**config.mk**
```make
export PLATFORM = sky130hd
export DESIGN_NAME = overwriting_sample_history_ring_top
export DESIGN_NICKNAME = d
export VERILOG_FILES = /design/src/rtl/osh_pkg.sv /design/src/rtl/osh_ctrl.sv /design/src/rtl/osh_dpath.sv /design/src/rtl/overwriting_sample_history_ring_top.sv
export SDC_FILE = /design/constraint.sdc
export NUM_CORES = 1
export LEC_CHECK = 0
export ABC_AREA = 1
export BUFFER_PORTS_ARGS = -buffer_cell sky130_fd_sc_hd__clkbuf_2
export CORE_MARGIN = 4
export CORE_UTILIZATION = 55
export DETAILED_ROUTE_END_ITERATION = 16
export GPL_TIMING_DRIVEN = 0
export PLACE_DENSITY = 0.68
export RECOVER_POWER = 25
export REMOVE_ABC_BUFFERS = 1
export SLEW_MARGIN = 20
export SYNTH_ARGS = -nofsm -noshare
export SYNTH_HDL_FRONTEND = slang
export SYNTH_SLANG_ARGS = --single-unit
```
**constraint.sdc**
```tcl
create_clock -name clk -period 7.2 [get_ports clk]
set_input_delay 1.44 -clock clk [delete_from_list [all_inputs] [get_ports clk]]
set_output_delay 1.44 -clock clk [all_outputs]
set_load 0.005 [all_outputs]
```
**src/rtl/osh_pkg.sv**
```systemverilog
// shared constants, widths and control structs for the sample history ring
package osh_pkg;

	localparam int DEPTH   = 32;
	localparam int PTR_W   = $clog2(DEPTH);
	localparam int CNT_W   = $clog2(DEPTH + 1);
	localparam int KIND_W  = 2;
	localparam int LEVEL_W = 7;
	localparam int TIME_W  = 32;
	localparam int REQ_W   = 6;
	localparam int POS_W   = 5;
	localparam int TOTAL_W = 6;
	localparam int CMP_W   = (CNT_W > REQ_W) ? CNT_W : REQ_W;
	localparam int ENTRY_W = TIME_W + LEVEL_W;

	localparam logic [PTR_W-1:0] LAST_SLOT = PTR_W'(DEPTH - 1);
	localparam logic [CNT_W-1:0] FULL_CNT  = CNT_W'(DEPTH);

	localparam logic [KIND_W-1:0] KIND_RECORD = 2'd0;
	localparam logic [KIND_W-1:0] KIND_READ   = 2'd1;
	localparam logic [KIND_W-1:0] KIND_CLEAR  = 2'd2;

	// controller to datapath
	typedef struct packed {
		logic do_record;
		logic do_clear;
		logic start_read;
		logic issue;
	} osh_cmd_t;

	// datapath to controller
	typedef struct packed {
		logic slot_free;
		logic final_issue;
	} osh_stat_t;

endpackage

```
**src/rtl/osh_ctrl.sv**
```systemverilog
// controller: accepts words, decodes the kind and paces the read stream
module osh_ctrl (
	input  logic                      clk,
	input  logic                      arst_n,
	input  logic                      in_valid,
	output logic                      in_ready,
	input  logic [osh_pkg::KIND_W-1:0] kind,
	input  osh_pkg::osh_stat_t        stat,
	output osh_pkg::osh_cmd_t         cmd
);
	import osh_pkg::*;

	typedef enum logic [0:0] {
		ST_IDLE,
		ST_STREAM
	} state_t;

	state_t state_q;
	logic   accept;

	assign in_ready = (state_q == ST_IDLE);
	assign accept   = in_valid && in_ready;

	always_comb begin
		cmd = '0;
		case (kind)
			KIND_RECORD: cmd.do_record  = accept;
			KIND_READ:   cmd.start_read = accept;
			KIND_CLEAR:  cmd.do_clear   = accept;
			default:     cmd            = '0;
		endcase
		cmd.issue = (state_q == ST_STREAM) && stat.slot_free;
	end

	always_ff @(posedge clk or negedge arst_n) begin
		if (!arst_n) begin
			state_q <= ST_IDLE;
		end else begin
			unique case (state_q)
				ST_IDLE: begin
					if (cmd.start_read) begin
						state_q <= ST_STREAM;
					end
				end
				ST_STREAM: begin
					if (cmd.issue && stat.final_issue) begin
						state_q <= ST_IDLE;
					end
				end
				default: state_q <= ST_IDLE;
			endcase
		end
	end

endmodule

```
**src/rtl/osh_dpath.sv**
```systemverilog
// datapath: sample memory, head and count, read pointer and output register
module osh_dpath (
	input  logic                        clk,
	input  logic                        arst_n,
	input  osh_pkg::osh_cmd_t           cmd,
	output osh_pkg::osh_stat_t          stat,
	input  logic [osh_pkg::LEVEL_W-1:0] level_in,
	input  logic [osh_pkg::TIME_W-1:0]  time_in,
	input  logic [osh_pkg::REQ_W-1:0]   max_count,
	output logic                        out_valid,
	input  logic                        out_ready,
	output logic [osh_pkg::TIME_W-1:0]  out_time,
	output logic [osh_pkg::LEVEL_W-1:0] out_level,
	output logic [osh_pkg::POS_W-1:0]   out_position,
	output logic                        empty_res,
	output logic                        last,
	output logic [osh_pkg::TOTAL_W-1:0] total_stored
);
	import osh_pkg::*;

	logic [ENTRY_W-1:0] mem [DEPTH];

	logic [PTR_W-1:0] head_q;
	logic [CNT_W-1:0] count_q;

	// read run in progress
	logic [PTR_W-1:0] rd_ptr_q;
	logic [CNT_W-1:0] remain_q;
	logic [PTR_W-1:0] pos_q;
	logic [CNT_W-1:0] total_q;
	logic             rq_empty_q;

	// output register, the memory read data lands here
	logic               out_valid_q;
	logic [ENTRY_W-1:0] out_data_q;
	logic [PTR_W-1:0]   out_pos_q;
	logic               out_empty_q;
	logic               out_last_q;
	logic [CNT_W-1:0]   out_total_q;

	logic [CMP_W-1:0] cnt_ext;
	logic [CMP_W-1:0] req_ext;
	logic [CNT_W-1:0] avail;
	logic [PTR_W-1:0] avail_ptr;
	logic [PTR_W-1:0] start_ptr;
	logic [PTR_W-1:0] head_inc;
	logic [PTR_W-1:0] rd_ptr_inc;

	assign cnt_ext = CMP_W'(count_q);
	assign req_ext = CMP_W'(max_count);
	assign avail   = (cnt_ext < req_ext) ? count_q : CNT_W'(req_ext);
	// avail equals DEPTH only when the ring is full, which wraps to the head itself
	assign avail_ptr = PTR_W'(avail);

	always_comb begin
		if (avail == FULL_CNT) begin
			start_ptr = head_q;
		end else if (head_q >= avail_ptr) begin
			start_ptr = head_q - avail_ptr;
		end else begin
			start_ptr = PTR_W'(CNT_W'(head_q) + FULL_CNT - avail);
		end
	end

	assign head_inc   = (head_q == LAST_SLOT) ? '0 : head_q + 1'b1;
	assign rd_ptr_inc = (rd_ptr_q == LAST_SLOT) ? '0 : rd_ptr_q + 1'b1;

	assign stat.slot_free   = !out_valid_q || out_ready;
	assign stat.final_issue = rq_empty_q || (remain_q == CNT_W'(1));

	always_ff @(posedge clk or negedge arst_n) begin
		if (!arst_n) begin
			head_q      <= '0;
			count_q     <= '0;
			out_valid_q <= 1'b0;
		end else begin
			if (cmd.do_record) begin
				head_q <= head_inc;
				if (count_q != FULL_CNT) begin
					count_q <= count_q + 1'b1;
				end
			end else if (cmd.do_clear) begin
				head_q  <= '0;
				count_q <= '0;
			end
			if (cmd.issue) begin
				out_valid_q <= 1'b1;
			end else if (out_ready) begin
				out_valid_q <= 1'b0;
			end
		end
	end

	always_ff @(posedge clk) begin
		if (cmd.do_record) begin
			mem[head_q] <= {time_in, level_in};
		end
	end

	always_ff @(posedge clk) begin
		if (cmd.start_read) begin
			rd_ptr_q   <= start_ptr;
			remain_q   <= avail;
			pos_q      <= '0;
			total_q    <= count_q;
			rq_empty_q <= (avail == '0);
		end else if (cmd.issue) begin
			rd_ptr_q <= rd_ptr_inc;
			remain_q <= remain_q - 1'b1;
			pos_q    <= pos_q + 1'b1;
		end
	end

	always_ff @(posedge clk) begin
		if (cmd.issue) begin
			if (rq_empty_q) begin
				out_data_q <= '0;
				out_pos_q  <= '0;
			end else begin
				out_data_q <= mem[rd_ptr_q];
				out_pos_q  <= pos_q;
			end
			out_empty_q <= rq_empty_q;
			out_last_q  <= stat.final_issue;
			out_total_q <= total_q;
		end
	end

	assign out_valid    = out_valid_q;
	assign out_time     = out_data_q[ENTRY_W-1:LEVEL_W];
	assign out_level    = out_data_q[LEVEL_W-1:0];
	assign out_position = POS_W'(out_pos_q);
	assign empty_res    = out_empty_q;
	assign last         = out_last_q;
	assign total_stored = TOTAL_W'(out_total_q);

endmodule

```
**src/rtl/overwriting_sample_history_ring_top.sv**
```systemverilog
// Overwriting sample history ring, top level.
//
// Input channel (in_valid/in_ready) carries one command word: kind selects
// record, read or clear. A record stores time_in and level_in at the head of
// a 32-entry ring and overwrites the oldest entry once the ring is full. A
// clear empties the ring. A read streams the newest min(stored, max_count)
// entries, oldest first, on the output channel (out_valid/out_ready), with
// last set on the final word; a request of zero or an empty ring gives a
// single word with empty_res and last set and zero data.
// Record and clear each act when accepted. A read loads the read pointer
// and remaining count when accepted; each entry is then read from the
// sample memory straight into the output register, and later entries
// follow every cycle while the receiver takes them. in_ready stays low
// while a read run is being issued. A stalled receiver holds the output
// word; the stream resumes once it is taken. After reset the ring is empty
// and head and count are zero; the memory contents are never cleared, only
// written entries can be read.
module overwriting_sample_history_ring_top (
	input  logic                        clk,
	input  logic                        arst_n,
	input  logic                        in_valid,
	output logic                        in_ready,
	input  logic [osh_pkg::KIND_W-1:0]  kind,
	input  logic [osh_pkg::LEVEL_W-1:0] level_in,
	input  logic [osh_pkg::TIME_W-1:0]  time_in,
	input  logic [osh_pkg::REQ_W-1:0]   max_count,
	output logic                        out_valid,
	input  logic                        out_ready,
	output logic [osh_pkg::TIME_W-1:0]  out_time,
	output logic [osh_pkg::LEVEL_W-1:0] out_level,
	output logic [osh_pkg::POS_W-1:0]   out_position,
	output logic                        empty_res,
	output logic                        last,
	output logic [osh_pkg::TOTAL_W-1:0] total_stored
);
	import osh_pkg::*;

	osh_cmd_t  cmd;
	osh_stat_t stat;

	osh_ctrl u_ctrl (
		.clk      (clk),
		.arst_n   (arst_n),
		.in_valid (in_valid),
		.in_ready (in_ready),
		.kind     (kind),
		.stat     (stat),
		.cmd      (cmd)
	);

	osh_dpath u_dpath (
		.clk          (clk),
		.arst_n       (arst_n),
		.cmd          (cmd),
		.stat         (stat),
		.level_in     (level_in),
		.time_in      (time_in),
		.max_count    (max_count),
		.out_valid    (out_valid),
		.out_ready    (out_ready),
		.out_time     (out_time),
		.out_level    (out_level),
		.out_position (out_position),
		.empty_res    (empty_res),
		.last         (last),
		.total_stored (total_stored)
	);

endmodule

```
After elaboration in Yosys (flattened, before gate mapping)
Memories as Yosys holds them, arrays and structs flattened. A register that Yosys moved wholly into a read port is not among the register bits. Cells that the tools add are included.

RAM bits: 1248. Bits in registers: 49. Memories kept: 1.

Bitwise gates (word level): 1. Add/sub/neg operators: 8. Multiplexer cells: 24. Reductions and logical operators: 12. Equal/unequal tests: 8. $lt $le $gt $ge: 2.

Memories: u_dpath.mem (words 32, bits a word 39, read ports 1, clocked after Yosys merged registers in 1, write ports 1, RTL line osh_dpath.sv:21) `logic [ENTRY_W-1:0] mem [DEPTH];`.

Operators by type and width (count): $mux W5 (8); $mux W6 (6); $add A5 B1 Y5 const B (4); $eq A5 B5 Y1 const B (2); $sub A5 B5 Y5 (2); $mux W1 (9); $add A6 B1 Y6 const B (1); $eq A6 B1 Y1 const B (1); $eq A6 B6 Y1 const B (1); $logic_not A6 Y1 (1); $lt A6 B6 Y1 (1); $ne A6 B6 Y1 const B (1); $reduce_bool A2 Y1 (3); $sub A6 B1 Y6 const B (1); $ge A5 B5 Y1 (1); $logic_and A1 B1 Y1 (3); $eq A2 B1 Y1 const B (1); $eq A2 B2 Y1 const B (1); $logic_not A2 Y1 (1); $logic_or A1 B1 Y1 (2); $ne A2 B1 Y1 const B (1); $pmux W1 S2 (1); $reduce_and A2 Y1 (1); $logic_not A1 Y1 (1); $not A1 Y1 (1).

Depth between registers and ports, before layout
Gate-level depths: netlist of run 1.

Word-level depth: 6. Gate-level depth with buffers: 19.

Hierarchy
Synthesis of run 1 repeated with hierarchy kept, for this count alone.

Cells, all modules: 3984. Area total of the unflattened synthesis: 52479.1 um^2.

By module, submodules not included: osh_dpath (area each 52387.7 um^2, times used 1, cells each 3966); osh_ctrl (area each 91.3 um^2, times used 1, cells each 18).

Worst setup path before layout of run 1
OpenSTA, ideal clock, no wires.

Kind: input-to-reg. Start point: input in_valid. End point: memory u_dpath.mem[0][0] in the netlist's numbering (enable). Data required time: 6.765 ns. Slack: 3.049 ns. Stages on the path: 6. Data arrival time: 3.715 ns. Path through: nand2_1 -> nor2_2 -> inv_1 -> nor2_4 -> nand2_1 -> nor2_1.

Longest elaborated chain between the ends: 4.

RTL lines: start, declared (RTL line overwriting_sample_history_ring_top.sv:21) `input logic in_valid,`; $logic_and A1 B1 Y1 (RTL line osh_ctrl.sv:22) `assign accept = in_valid && in_ready;`; $mux W1 (RTL line osh_ctrl.sv:26) `case (kind)`; $mux W1 (RTL line osh_dpath.sv:95) `if (cmd.do_record) begin`; $mux W1 (not written as such) (RTL line osh_dpath.sv:96) `mem[head_q] <= {time_in, level_in};`; end, declared (RTL line osh_dpath.sv:21).

Every way passes these cells.

==> metrics.cfg, run 1 <==
[setup_path]
crit_type = register to register
arrival_ps = 4210
endpoint_kind = register
crit_path_max_fanout = 114
cp.required_ps = 7710
startpoint_type = register
critPathLaunch = u_dpath.rd_ptr_q[0]$_DFFE_PP_
r2r-start = u_dpath.rd_ptr_q[0]$_DFFE_PP_

[floorplanning]
start_util_pct = 55.3
io_pins = 105
core_um2 = 94900
die_area_um2 = 100000
rows = 113
fp.dieW_um = 317
dieHeight_um = 317

[cts]
cts_max_level = 4
clk_latency_ps = 730
cts_buffer_depth = 3
post-cts-setup-buffer-count = 0
post_cts_resized = 0
clk_pin_slew_ps = 60
cts_hold_buf = 0
clock-root-buffer = clkbuf_16
cts_sinks = 1336
cts_tree = built
cts_buffers = 135

[logic_synthesis]
syn_area_per_cell_um2 = 13.2
ys_ff_latch = 1336
synth_area_um2 = 52400
yosys_warnings = 0
syn_inst = 3976
yosysSeqAreaShare_pct = 76.3
ys_types = 43

[routing]
drtIter0Drc = 4316
vias = 33800
wl_per_cell_um = 24.9
avgViaCountPerCell = 6.17
detail-route-antenna-nets = 0
routed_wl_mm = 137
dr.pass1.iters = 6
drc = 0

[power]
p_total_mw = 18.2
p_int_mw = 13.5
sw_frac_of_total_pct = 25.8
p_sw_mw = 4.69
comb_power_share_pct = 15.1
clockPowerShare_pct = 36.5
p_per_area_nw_per_um2 = 296
ir_worst_vdd_uv = 248
seqPwrFrac_pct = 48.4
p_leak_nw = 19.9

[layout]
drive_gt1_share_pct = 11.0
layout_commonest_cell = edfxtp_1
layout.nets = 4175
final_cell_mix = edfxtp_1 (1318), nor2_1 (875), o21ai_0 (745), o22ai_1 (371), clkbuf_16 (143)
syn2layout_area_growth_pct = 16.9
post-route-util_pct = 64.6
design_area_um2 = 61300
instances_no_fill = 5476

[timing]
tns_ps = 0
fin_ws_ps = 3510
maxSlewHeadroom_pct = 15.9
rsz0062_at_grt = false
worst_pin_slew_ps = 1260
holdWs_ps = 419
max_freq_ghz = 0.271
fin_crit_sh_pct = 51.3
final.min_clock_period_ps = 3690
drv_slew = 0
skew_ps = 23.4
hold_viol = 0
setup_viol = 0

[global_routing]
overflow = 0
grt_pass1_vias = 32000
grt_max_degree = 131
antenna_found_initial = 2
gr-usage-all-layers_pct = 27.0
grt_pass1_wl_mm = 200

[placement]
dp_cells = 5233
place.gp.congestion = 0.742
detailed_place_hpwl_mm = 81.9
io_buffers = 104
place_ws_ps = 2970
placed_area_um2 = 57200

[flow_run]
maxCapViolCount = 0

[min_path]
hp-start = u_dpath.total_q[4]$_DFFE_PP_
worstHoldPathType = register to register

[outcome]
outcome = finished, final reports clean

==> path summary, 6_finish.rpt <==
kind	cells past startpoint	slack [ps]	end
max	13	3510	u_dpath.out_data_q[21]$_SDFFCE_PP0P_
min	0	420	u_dpath.total_stored[4]$_DFFE_PP_
max reg2reg	13	3510	u_dpath.out_data_q[21]$_SDFFCE_PP0P_
min reg2reg	0	420	u_dpath.total_stored[4]$_DFFE_PP_
max in group asynchronous	1	5960	u_dpath.out_valid$_DFFE_PN0P_
min in group asynchronous	1	760	u_dpath.head_q[2]$_DFFE_PN0P_
==> registers in the layout, summed over array words and instances (netlist names), 5 cells and up <==
register	flops
u_dpath.total_q	6
u_dpath.remain_q	6
u_dpath.mem	1248
u_dpath.pos_q	5
u_dpath.rd_ptr_q	5
u_dpath.out_position	5
u_dpath.head_q	5
u_dpath.total_stored	6
u_dpath.out_data_q	39
u_dpath.cnt_ext	6
==> cell usage after synthesis <==
cell / count / area (um2)
nand2_2: 5 / 31.3
o21bai_1: 1 / 7.51
nor3b_1: 1 / 7.51
nand3_1: 28 / 140
edfxtp_1: 1318 / 39600
xnor2_1: 1 / 8.76
o22ai_1: 371 / 2320
a21oi_2: 1 / 8.76
or2_2: 1 / 6.26
nand2_4: 1 / 11.3
o21ai_2: 2 / 17.5
inv_1: 46 / 173
and3_1: 1 / 6.26
buf_6: 1 / 11.3
nand3b_1: 1 / 7.51
a31oi_1: 2 / 12.5
nor2_2: 2 / 12.5
ha_1: 19 / 238
nor3_1: 8 / 40.0
o21ai_1: 66 / 330
nor3_4: 1 / 16.3
nor2_1: 907 / 3400
o21ai_0: 745 / 3730
dfxtp_1: 5 / 100
buf_1: 5 / 18.8
nand2_1: 94 / 353
a21boi_0: 1 / 7.51
nand4_1: 2 / 12.5
o211ai_1: 1 / 7.51
o31ai_1: 1 / 7.51
a2bb2oi_1: 1 / 8.76
a21oi_1: 22 / 110
dfrtp_1: 13 / 325
xor2_1: 6 / 52.6
buf_4: 5 / 37.5
clkbuf_2: 1 / 5.00
inv_2: 5 / 18.8
and2_1: 1 / 6.26
o32ai_1: 17 / 149
buf_2: 75 / 375
nor2_4: 1 / 11.3
nor3_2: 1 / 10.0
clkbuf_1: 190 / 713
==> layout make-up <==
class,instances,area [um2]
tap,1265,1580
multi-input combinational,2312,11300
clock buffer,182,3720
inverter,51,221
clock inverter,59,415
sequential,1336,40000
antenna,2,5.00
fill,6629,33500
timing repair buffer,269,4030
==> kinds of logic (layout without fill, tap and decap cells) <==
family | count (synthesis) | after routing | synth area share, %
AOI/OAI and AO/OA | 1231 | 1231 | 12.8
xor gates and xnor gates | 7 | 7 | 0.117
adders and majority gates | 19 | 19 | 0.453
buffers and inverters | 328 | 561 | 2.58
DFF | 1336 | 1336 | 76.3
other | 0 | 2 | 0
and+or+nand+nor | 1055 | 1055 | 7.77
==> power by group through the flow <==
stage / sequential [mW] / combinational [mW] / clock (mW)
2_1_floorplan: 9.09 / 1.50 / 0
3_3_place_gp: 9.32 / 2.22 / 0
3_5_place_dp: 8.95 / 2.72 / 0
4_1_cts: 8.78 / 2.74 / 6.70
5_1_grt: 8.80 / 3.03 / 7.02
6_report: 8.79 / 2.75 / 6.63
==> layer usage <==
layer	vias to the layer above	part of all wire, %	track usage, %
met4	2	3.3	9.38
met1	16600	39	37.3
met2	1748	48	43.4
met3	322	9.4	5.40
li1	15100	-	-
met5	-	0.0073	0
==> critical path: stages, from the launching register on <==
cell,delay (ps)
edfxtp_1,530
buf_8,230
buf_8,170
buf_8,170
buf_16,170
inv_8,320
buf_16,370
buf_16,380
nor2_1,100
o22ai_1,180
o21ai_0,90
o22ai_1,140
o21ai_0,110
nor2_1,310
No activity file was read; power rests on OpenSTA's default activity.
==> run 2: changes to the inputs <==
- ABC_AREA: 1 -> 0
- PLACE_DENSITY: 0.68 -> 0.71
- clock period: 7.2 -> 3.1 ns (I/O delays scaled with it)
==> run 2 against run 1 <==
Net effect:
- the flow now finishes with violations (negative setup slack)
- sequential share of layout area decreased by 0.71 points
- worst setup slack got worse by 3600 ps
- combinational power increased by 110%
- clock skew increased by 0.86 ps
- register-to-register slack got worse by 3600 ps
- wire length decreased by 2.7%
- fmax increased by 17%
- power increased by 120%
- flip-flop and latch count unchanged
- largest power group unchanged
==> metrics.cfg, run 2 <==
[setup_path]
endpoint_kind = register
cp.required_ps = 3520
reg2reg_slack_ps = -50
startpoint_type = register
crit_type = register to register
r2r-start = u_ctrl.state_q$_DFF_PN0_
crit_path_max_fanout = 16
rr_endpoint = u_dpath.mem[12][31]$_DFFE_PP_
arrival_ps = 3560
critPathLaunch = u_ctrl.state_q$_DFF_PN0_
reg2reg_depth = 6

[logic_synthesis]
synthTopCellsByArea = edfxtp_1 (76%), mux4_2 (6.8%), mux2i_1 (4.7%)
syn_inst = 2752
synth_area_um2 = 52000
synth_xor_area_share_pct = 0.269
syn_area_per_cell_um2 = 18.9
yosysMostFrequentCell = edfxtp_1
synth_common_cells = edfxtp_1 (1318), mux2i_1 (243), a21oi_1 (164)
synth_adder_area_share_pct = 0.457
ys.flop_type = edfxtp_1
synth_top_family_by_area = multiplexers
synth_top_area_share_pct = 76.1
synth-simple-area-share_pct = 2.08
synth.largest_area_cell = edfxtp_1
synthArstFlopShare_pct = 0.973
synth_compound_area_share_pct = 5.73
ys_types = 54
synth-edff-count = 1318
synthMuxAreaShare_pct = 13.1
ys_ff_latch = 1336
yosysSeqAreaShare_pct = 76.9
yosys_warnings = 0

[global_routing]
overflow = 0
gr-usage-all-layers_pct = 26.6
grt_pass1_vias = 28900
grt_pass1_wl_mm = 191
antenna_found_initial = 3
grt_max_degree = 53

[floorplanning]
start_util_pct = 55.5
fp.dieW_um = 315
io_pins = 105
core_um2 = 93600
rows = 112
dieHeight_um = 315
die_area_um2 = 99500

[placement]
detailed_place_hpwl_mm = 78.2
placed_area_um2 = 56800
io_buffers = 104
dp_cells = 4112
place.gp.congestion = 0.765
place_ws_ps = -1170

[layout]
instances_no_fill = 4442
layout_commonest_cell = edfxtp_1
largest_register_ffs = 1248
final_cell_mix = edfxtp_1 (1318), mux2i_1 (241), a21oi_1 (160), mux4_2 (156), clkbuf_16 (136)
layout.nets = 3157
nFillCells = 5990
syn2layout_area_growth_pct = 19.2
drive_gt1_share_pct = 25.5
post-route-util_pct = 66.2
reg.largest.list = u_dpath.mem: 1248 flops, u_dpath.out_data_q: 39 flops
design_area_um2 = 62000
regMostFlops = u_dpath.mem

[power]
ir_worst_vdd_uv = 572
p_leak_nw = 20.6
p_per_area_nw_per_um2 = 659
p_total_mw = 40.9

[cts]
cts_tree = built
clock-root-buffer = clkbuf_16
clk_pin_slew_ps = 60
cts_buffers = 133
cts_sinks = 1336
cts_max_level = 4
clk_latency_ps = 740
cts_buffer_depth = 3

[routing]
vias = 28600
drtIter0Drc = 3683
avgViaCountPerCell = 6.43
routed_wl_mm = 133
dr.pass1.iters = 7
drc = 0
detail-route-antenna-nets = 0
wl_per_cell_um = 29.9

[outcome]
outcome = complete, but fails checks
violations = negative setup slack

[min_path]
worstHoldPathType = primary input to register
hp-start = out_ready
whs_path_depth = 3
hold_end = u_dpath.out_valid$_DFFE_PN0P_

[timing]
final.min_clock_period_ps = 3150
skew_ps = 24.2
maxSlewHeadroom_pct = 15.5
hold_viol = 0
drv_slew = 0
rsz0062_at_grt = true
fin_crit_sh_pct = 102
max_freq_ghz = 0.318
fin_ws_ps = -48.2
setup_viol = 33
worst_pin_slew_ps = 1270

[flow_run]
maxCapViolCount = 0

## run 2: cell count changes after synthesis, moves of 34 or more
cell,delta
mux4_2,+156
a21oi_1,+142
mux2i_1,+243
nor2_1,-814
mux2_2,+79
buf_2,-34
o22ai_1,-292
o21ai_0,-648
o21ai_1,-65
clkbuf_1,-101
o221ai_1,+78
a211oi_1,+42
## run 2: worst max-delay path, cell delays in order, from the launching register on
cell,delay [ps]
dfrtp_1,440
inv_1,170
nand3b_1,220
nor2_1,440
nand2_1,610
nor2_4,650
buf_12,280
## run 2: worst max-delay path by stage
stage                                                      end  slack (ps)
after detailed placement         u_dpath.rd_ptr_q[3]$_DFFE_PP_       -1170
after global placement    u_dpath.out_data_q[18]$_SDFFCE_PP0P_      -20330
final                            u_dpath.mem[12][31]$_DFFE_PP_         -50
after global routing             u_dpath.rd_ptr_q[3]$_DFFE_PP_        -140
after CTS                 u_dpath.out_data_q[33]$_SDFFCE_PP0P_           9
after floorplan                  u_dpath.rd_ptr_q[0]$_DFFE_PP_      -14140
## run 2: what timing repair did
| item | CTS | global route |
|---|---|---|
| hold buffers | 1 | 0 |
| pin swaps | 40 | 8 |
| resized for setup | 36 | 13 |
| setup buffers | 82 | 11 |
| endpoints found under the setup margin | 810 | 108 |
| gates cloned | 4 | 2 |
| endpoints found under the hold margin | 13 | 0 |
## run 2: final cells by class
cell class / count / area, um2 / share of cell area, %
Sequential cell: 1336 / 40000 / 64.5
Multi-Input combinational cell: 1244 / 11700 / 18.9
Timing Repair Buffer: 354 / 4680 / 7.54
Clock buffer: 169 / 3490 / 5.64
Tap cell: 1254 / 1570 / 2.53
Clock inverter: 66 / 470 / 0.759
Inverter: 18 / 67.6 / 0.109
Antenna cell: 1 / 2.50 / 0.00404
## run 2: layer usage
| metal | vias up | share of wire [%] | track usage, % |
|---|---|---|---|
| met5 | - | 0.013 | 0 |
| met4 | 2 | 3.8 | 10.9 |
| met3 | 314 | 8.7 | 5.01 |
| met2 | 1564 | 50 | 44.3 |
| met1 | 14800 | 37 | 35.1 |
| li1 | 11900 | - | - |
## run 2: where the power goes
| part | leakage (nW) | switching, mW | internal, mW |
|---|---|---|---|
| registers | 12.1 | 0.157 | 20.1 |
| clock network | 1.95 | 6.65 | 8.26 |
| logic | 6.56 | 3.19 | 2.47 |
## run 2: cell families (layout without fill, tap and decap cells)
logic type | count (synthesis) | in the layout
buffers and inverters | 173 | 607
muxes | 478 | 478
other | 0 | 1
xor gates and xnor gates | 16 | 16
and+or+nand+nor | 252 | 253
AOI/OAI and AO/OA | 478 | 478
adders and majority gates | 19 | 19
DFF | 1336 | 1336
## run 2: per-stage QoR
step / TNS (ps) / hold WS [ps]
final: -805 / 189
after global routing: -7130 / 187
after CTS: 0 / 152
after detailed placement: -244560 / 406
after global placement: -5265990 / 415
after floorplan: -1066530 / 324
